<file path="config.mk">
export PLATFORM = sky130hd
export DESIGN_NAME = ptds_cell
export DESIGN_NICKNAME = d
export VERILOG_FILES = /design/src/periodic_task_due_scanner_macros.svh /design/src/ptds_pkg.sv /design/src/ptds_cell.sv
export SDC_FILE = /design/constraint.sdc
export NUM_CORES = 1
export LEC_CHECK = 0
export BUFFER_PORTS_ARGS = -buffer_cell sky130_fd_sc_hd__buf_2
export CAP_MARGIN = 20
export CELL_PAD_IN_SITES_DETAIL_PLACEMENT = 2
export CELL_PAD_IN_SITES_GLOBAL_PLACEMENT = 2
export CORE_UTILIZATION = 38
export CTS_CLUSTER_SIZE = 30
export DETAILED_ROUTE_END_ITERATION = 7
export GPL_ROUTABILITY_DRIVEN = 0
export PLACE_DENSITY_LB_ADDON = 0.1
export SLEW_MARGIN = 15
export SYNTH_ARGS = -nofsm -noshare
export SYNTH_HDL_FRONTEND = slang
export SYNTH_SLANG_ARGS = --single-unit
</file>
<file path="constraint.sdc">
create_clock -name clk -period 11.3 [get_ports clk]
set_input_delay 2.26 -clock clk [delete_from_list [all_inputs] [get_ports clk]]
set_output_delay 2.26 -clock clk [all_outputs]
set_load 0.05 [all_outputs]
</file>
<file path="src/periodic_task_due_scanner_macros.svh">
// Assertion macros used by the scanner's top-level RTL file.
`ifndef PERIODIC_TASK_DUE_SCANNER_MACROS_SVH
`define PERIODIC_TASK_DUE_SCANNER_MACROS_SVH

// The condition holds at every clock edge out of reset.
`define PTDS_ASSERT_ALWAYS(lbl, cond) \
  lbl: assert property (@(posedge clk) disable iff (!rst_n) (cond)) \
    else $error("scanner invariant violated");

// The consequent holds in the cycle after the antecedent.
`define PTDS_ASSERT_NEXT(lbl, ante, cons) \
  lbl: assert property (@(posedge clk) disable iff (!rst_n) (ante) |=> (cons)) \
    else $error("scanner sequence violated");

`endif

</file>
<file path="src/ptds_pkg.sv">
package ptds_pkg;

  localparam int MAX_TASK_SLOTS = 16;
  localparam int CNT_W = $clog2(MAX_TASK_SLOTS + 1);
  localparam int PERIOD_W = 32;
  localparam int TIME_W = 64;
  localparam int TASK_ID_W = 4;
  localparam int STATUS_W = 2;

  typedef enum logic [1:0] {
    ACT_ADD = 2'd0,
    ACT_ENABLE = 2'd1,
    ACT_DISABLE = 2'd2,
    ACT_RUN = 2'd3
  } action_t;

  localparam logic [STATUS_W-1:0] ST_ADDED = 2'd0;
  localparam logic [STATUS_W-1:0] ST_FULL = 2'd1;
  localparam logic [STATUS_W-1:0] ST_DUE = 2'd2;
  localparam logic [STATUS_W-1:0] ST_DONE = 2'd3;

  typedef struct packed {
    logic shift;
    logic flush;
    logic upd;
    logic add_we;
    logic en_we;
    logic en_val;
    logic [PERIOD_W-1:0] period;
  } cell_ctl_t;

endpackage

</file>
<file path="src/ptds_cell.sv">
module ptds_cell
  import ptds_pkg::*;
(
  input  logic              clk,
  input  logic              rst_n,
  input  cell_ctl_t         ctl,
  input  logic              tok_in,
  input  logic [TIME_W-1:0] now,
  output logic              tok_out,
  output logic              due
);

  logic                tok_r;
  logic [PERIOD_W-1:0] period_r;
  logic [TIME_W-1:0]   last_r;
  logic                en_r;
  logic [TIME_W-1:0]   elapsed;

  assign elapsed = now - last_r;
  assign due = tok_r && en_r && (elapsed >= {{(TIME_W - PERIOD_W){1'b0}}, period_r});
  assign tok_out = tok_r;

  always_ff @(posedge clk) begin
    if (!rst_n) begin
      tok_r <= 1'b0;
    end else if (ctl.flush) begin
      tok_r <= 1'b0;
    end else if (ctl.shift) begin
      tok_r <= tok_in;
    end
  end

  always_ff @(posedge clk) begin
    if (ctl.add_we) begin
      period_r <= ctl.period;
      last_r <= '0;
      en_r <= 1'b1;
    end else begin
      if (ctl.en_we) begin
        en_r <= ctl.en_val;
      end
      if (ctl.upd && due) begin
        last_r <= now;
      end
    end
  end

endmodule

</file>
==> metrics <==
number of CTS-inserted buffers=9; vertical extent of the die=about 160 um; synthesized flop and latch total=98; worst r2r path cells=23; data arrival time of the critical path=7.58 ns; routed via count=between 8000 and 9000; fraction of final layout cells with drive strength greater than 1=0.1183; area of the die=24200 um^2; Syn Inst Count=1125; final layout net count=roughly 1400; Cell Int Power=between 600 and 700 uW; Bufs on Longest Clock Path=2; number of enable flip-flop cells after synthesis=32; switching component of the power=347.2 uW; number of antenna violations at the first check in global routing=0; half-perimeter wire length after placement=23710 um; required time at the worst-slack endpoint=between 9 and 10 ns; DR pass1 iterations=6; final slew viol count=0; power per cell area=about 100 nW/um^2; share of the cycle needed by the critical path after routing=0.8712; wirelength, routed=29370 um; number of hold violations in the final report=0; delay of the slowest critical-path stage=between 0.4 and 0.5 ns; clock network latency to the later pin of the worst-skew pair=0.37 ns; number of standard-cell rows in the floorplan=55; Async SR Flop Fraction=0; portion of total power attributed to sequential cells=0.376; worst clock skew on the final layout=0.01811 ns; worst min-delay path class=flop to flop; final period demand of the worst path=just under 10 ns; setup_tns=0 ns; leak pwr=a little under 4 nW; count of inserted antenna diode cells=0; slowest CP cell=sky130_fd_sc_hd__or4b_1; vias in the first global route=~9000; Die X-Extent=155.6 um; Buffers on Ports=106; synthesis warning total=0; Post-Syn Area=8961 um^2; CTS tree=done; switching share of total power=0.3418; mean routed wirelength per cell=19.30 um; clock edge transition at the registers on the reported setup and hold paths=0.08 ns; buffer count from post-CTS setup fixing=0; average via count per standard cell=5.466; startpoint class of the critical path=input port; worst hold stages=2; Starting DRT DRC Count=395; wire length of the first global-routing pass=47580 um; number of nets with antenna violations after detailed routing=0; commonest cells after routing, fill and taps aside=130 x sky130_fd_sc_hd__nand2b_1, 110 x sky130_fd_sc_hd__inv_1, 105 x sky130_fd_sc_hd__a21oi_1, 105 x sky130_fd_sc_hd__buf_2, 104 x sky130_fd_sc_hd__nand2_1; total of endpoints with negative setup slack in the final report=0; clock group share of total power=0.333; count of boundary I/O pins=about 110; ys flop type=sky130_fd_sc_hd__dfxtp_1; total routing resource utilization after global routing=0.2498; H-tree levels=3; Fmax achieved=0.1016 GHz; Clock Tree Root=sky130_fd_sc_hd__clkbuf_16; pin count of the biggest net entering global routing=105; largest fanout on the critical path=4; Worst Hold Slack=0.4779 ns; worst ir drop on vdd=0.00006143 V; setup repair after global routing missed its margin=no; remaining global-route overflow=0; number of different library cells in the post-synthesis netlist=69; total DRC errors in the routed layout=0; count of hold buffers inserted by post-cts repair=0; post-placement setup slack=1.521 ns; most frequent cell on the critical path=sky130_fd_sc_hd__nor4_1; combinational share of power=0.292; post-layout total power=1.016 mW; fraction of the core area covered by cells at the end of the flow=0.4363; sequential element share of the synthesized area=0.2547; Gates resized, CTS repair=0; core outline area=between 20000 and 25000 um^2; actual transition at the worst max-transition pin=0.8007 ns; TritonCTS Sinks=98; nature of the critical path endpoint=output port; worst relative slew slack=0.4662; starting utilization of the core area=0.3910; synthesized netlist net count=around 1300; most frequent standard cell in the layout excluding fill and tap cells=sky130_fd_sc_hd__nand2b_1; category of the most critical setup path=input port to output port; synthesized area per cell=7.965 um^2; result of the run=finished, final reports clean; Max-Cap Viols=0; setup slack of the critical path after layout=between 1 and 1.5 ns; Layout area overhead=11.57%
==> critical path: cells and delay by family <==
kind | cells | cell delay, ns
simple gates | 9 | 2.07
compound gates | 8 | 1.83
fa+ha+maj | 3 | 0.86
buf+inv | 4 | 0.42
xor+xnor | 1 | 0.14
==> through the flow <==
| step | instances | instance area, um^2 |
|---|---|---|
| after floorplan | 1125 | 8961 |
| after global placement | 1506 | 9692 |
| after detailed placement | 1506 | 9692 |
| after CTS | 1522 | 9998 |
| after global routing | 1522 | 9998 |
| final | 1522 | 9998 |
==> final timing paths <==
| path | slack, ns | endpoint | from |
|---|---|---|---|
| setup / recovery | 1.46 | due | now[0] |
| hold / removal | 0.48 | last_r[54] | last_r[54] |
| setup reg to reg | 4.94 | last_r[23] | last_r[6] |
| hold reg to reg | 0.48 | last_r[54] | last_r[54] |
==> cells by family after synthesis <==
| family | share of synthesized area |
|---|---|
| simple gates | 0.2245 |
| compound gates | 0.1865 |
| buf+inv | 0.07023 |
| flops | 0.2547 |
| fa+ha+maj | 0.1349 |
| mux | 0.07833 |
| xor+xnor | 0.05082 |
==> metal layers <==
| layer | up-vias | global-route usage | share of wire |
|---|---|---|---|
| met5 | - | 0 | 0 |
| met4 | 0 | 0.05789 | 0.015 |
| met3 | 32 | 0.03167 | 0.029 |
| met2 | 140 | 0.4333 | 0.47 |
| met1 | 4073 | 0.3285 | 0.48 |
| li1 | 4075 | - | - |
==> power groups by stage <==
stage	registers, mW	logic (mW)	clock network (mW)
after global placement	0.389	0.283	0
after detailed placement	0.390	0.294	0
final	0.382	0.297	0.338
after global routing	0.383	0.330	0.360
after floorplan	0.388	0.194	0
after CTS	0.382	0.298	0.352
==> sequential cells by signal, summed over array words and instances (netlist names) <==
name and cells:
en_r 1, last_r 64, tok_out 1, period_r 32
==> synth_stat cells, types with 17 or more instances <==
library cell / n / area share
sky130_fd_sc_hd__nor2_1: 65 / 0.027
sky130_fd_sc_hd__dfxtp_1: 66 / 0.15
sky130_fd_sc_hd__clkbuf_1: 24 / 0.010
sky130_fd_sc_hd__nand2b_1: 130 / 0.091
sky130_fd_sc_hd__ha_1: 95 / 0.13
sky130_fd_sc_hd__mux2i_1: 69 / 0.077
sky130_fd_sc_hd__a21oi_1: 105 / 0.059
sky130_fd_sc_hd__nand2_1: 104 / 0.044
sky130_fd_sc_hd__nand4_1: 20 / 0.014
sky130_fd_sc_hd__a21o_1: 17 / 0.014
sky130_fd_sc_hd__inv_1: 110 / 0.046
sky130_fd_sc_hd__xor2_1: 21 / 0.021
sky130_fd_sc_hd__edfxtp_1: 32 / 0.11
sky130_fd_sc_hd__o21ai_0: 55 / 0.031
sky130_fd_sc_hd__xnor2_1: 31 / 0.030
==> final cells by class <==
cell class                      count  area, um^2
Sequential cell                    98        2282
Clock inverter                      7       81.33
Multi-Input combinational cell    877        6057
Tap cell                          313       391.6
Fill cell                        2701       12920
Inverter                          110       412.9
Clock buffer                        9       225.2
Timing Repair Buffer              108       548.0
(Power assumes the default switching activity.)
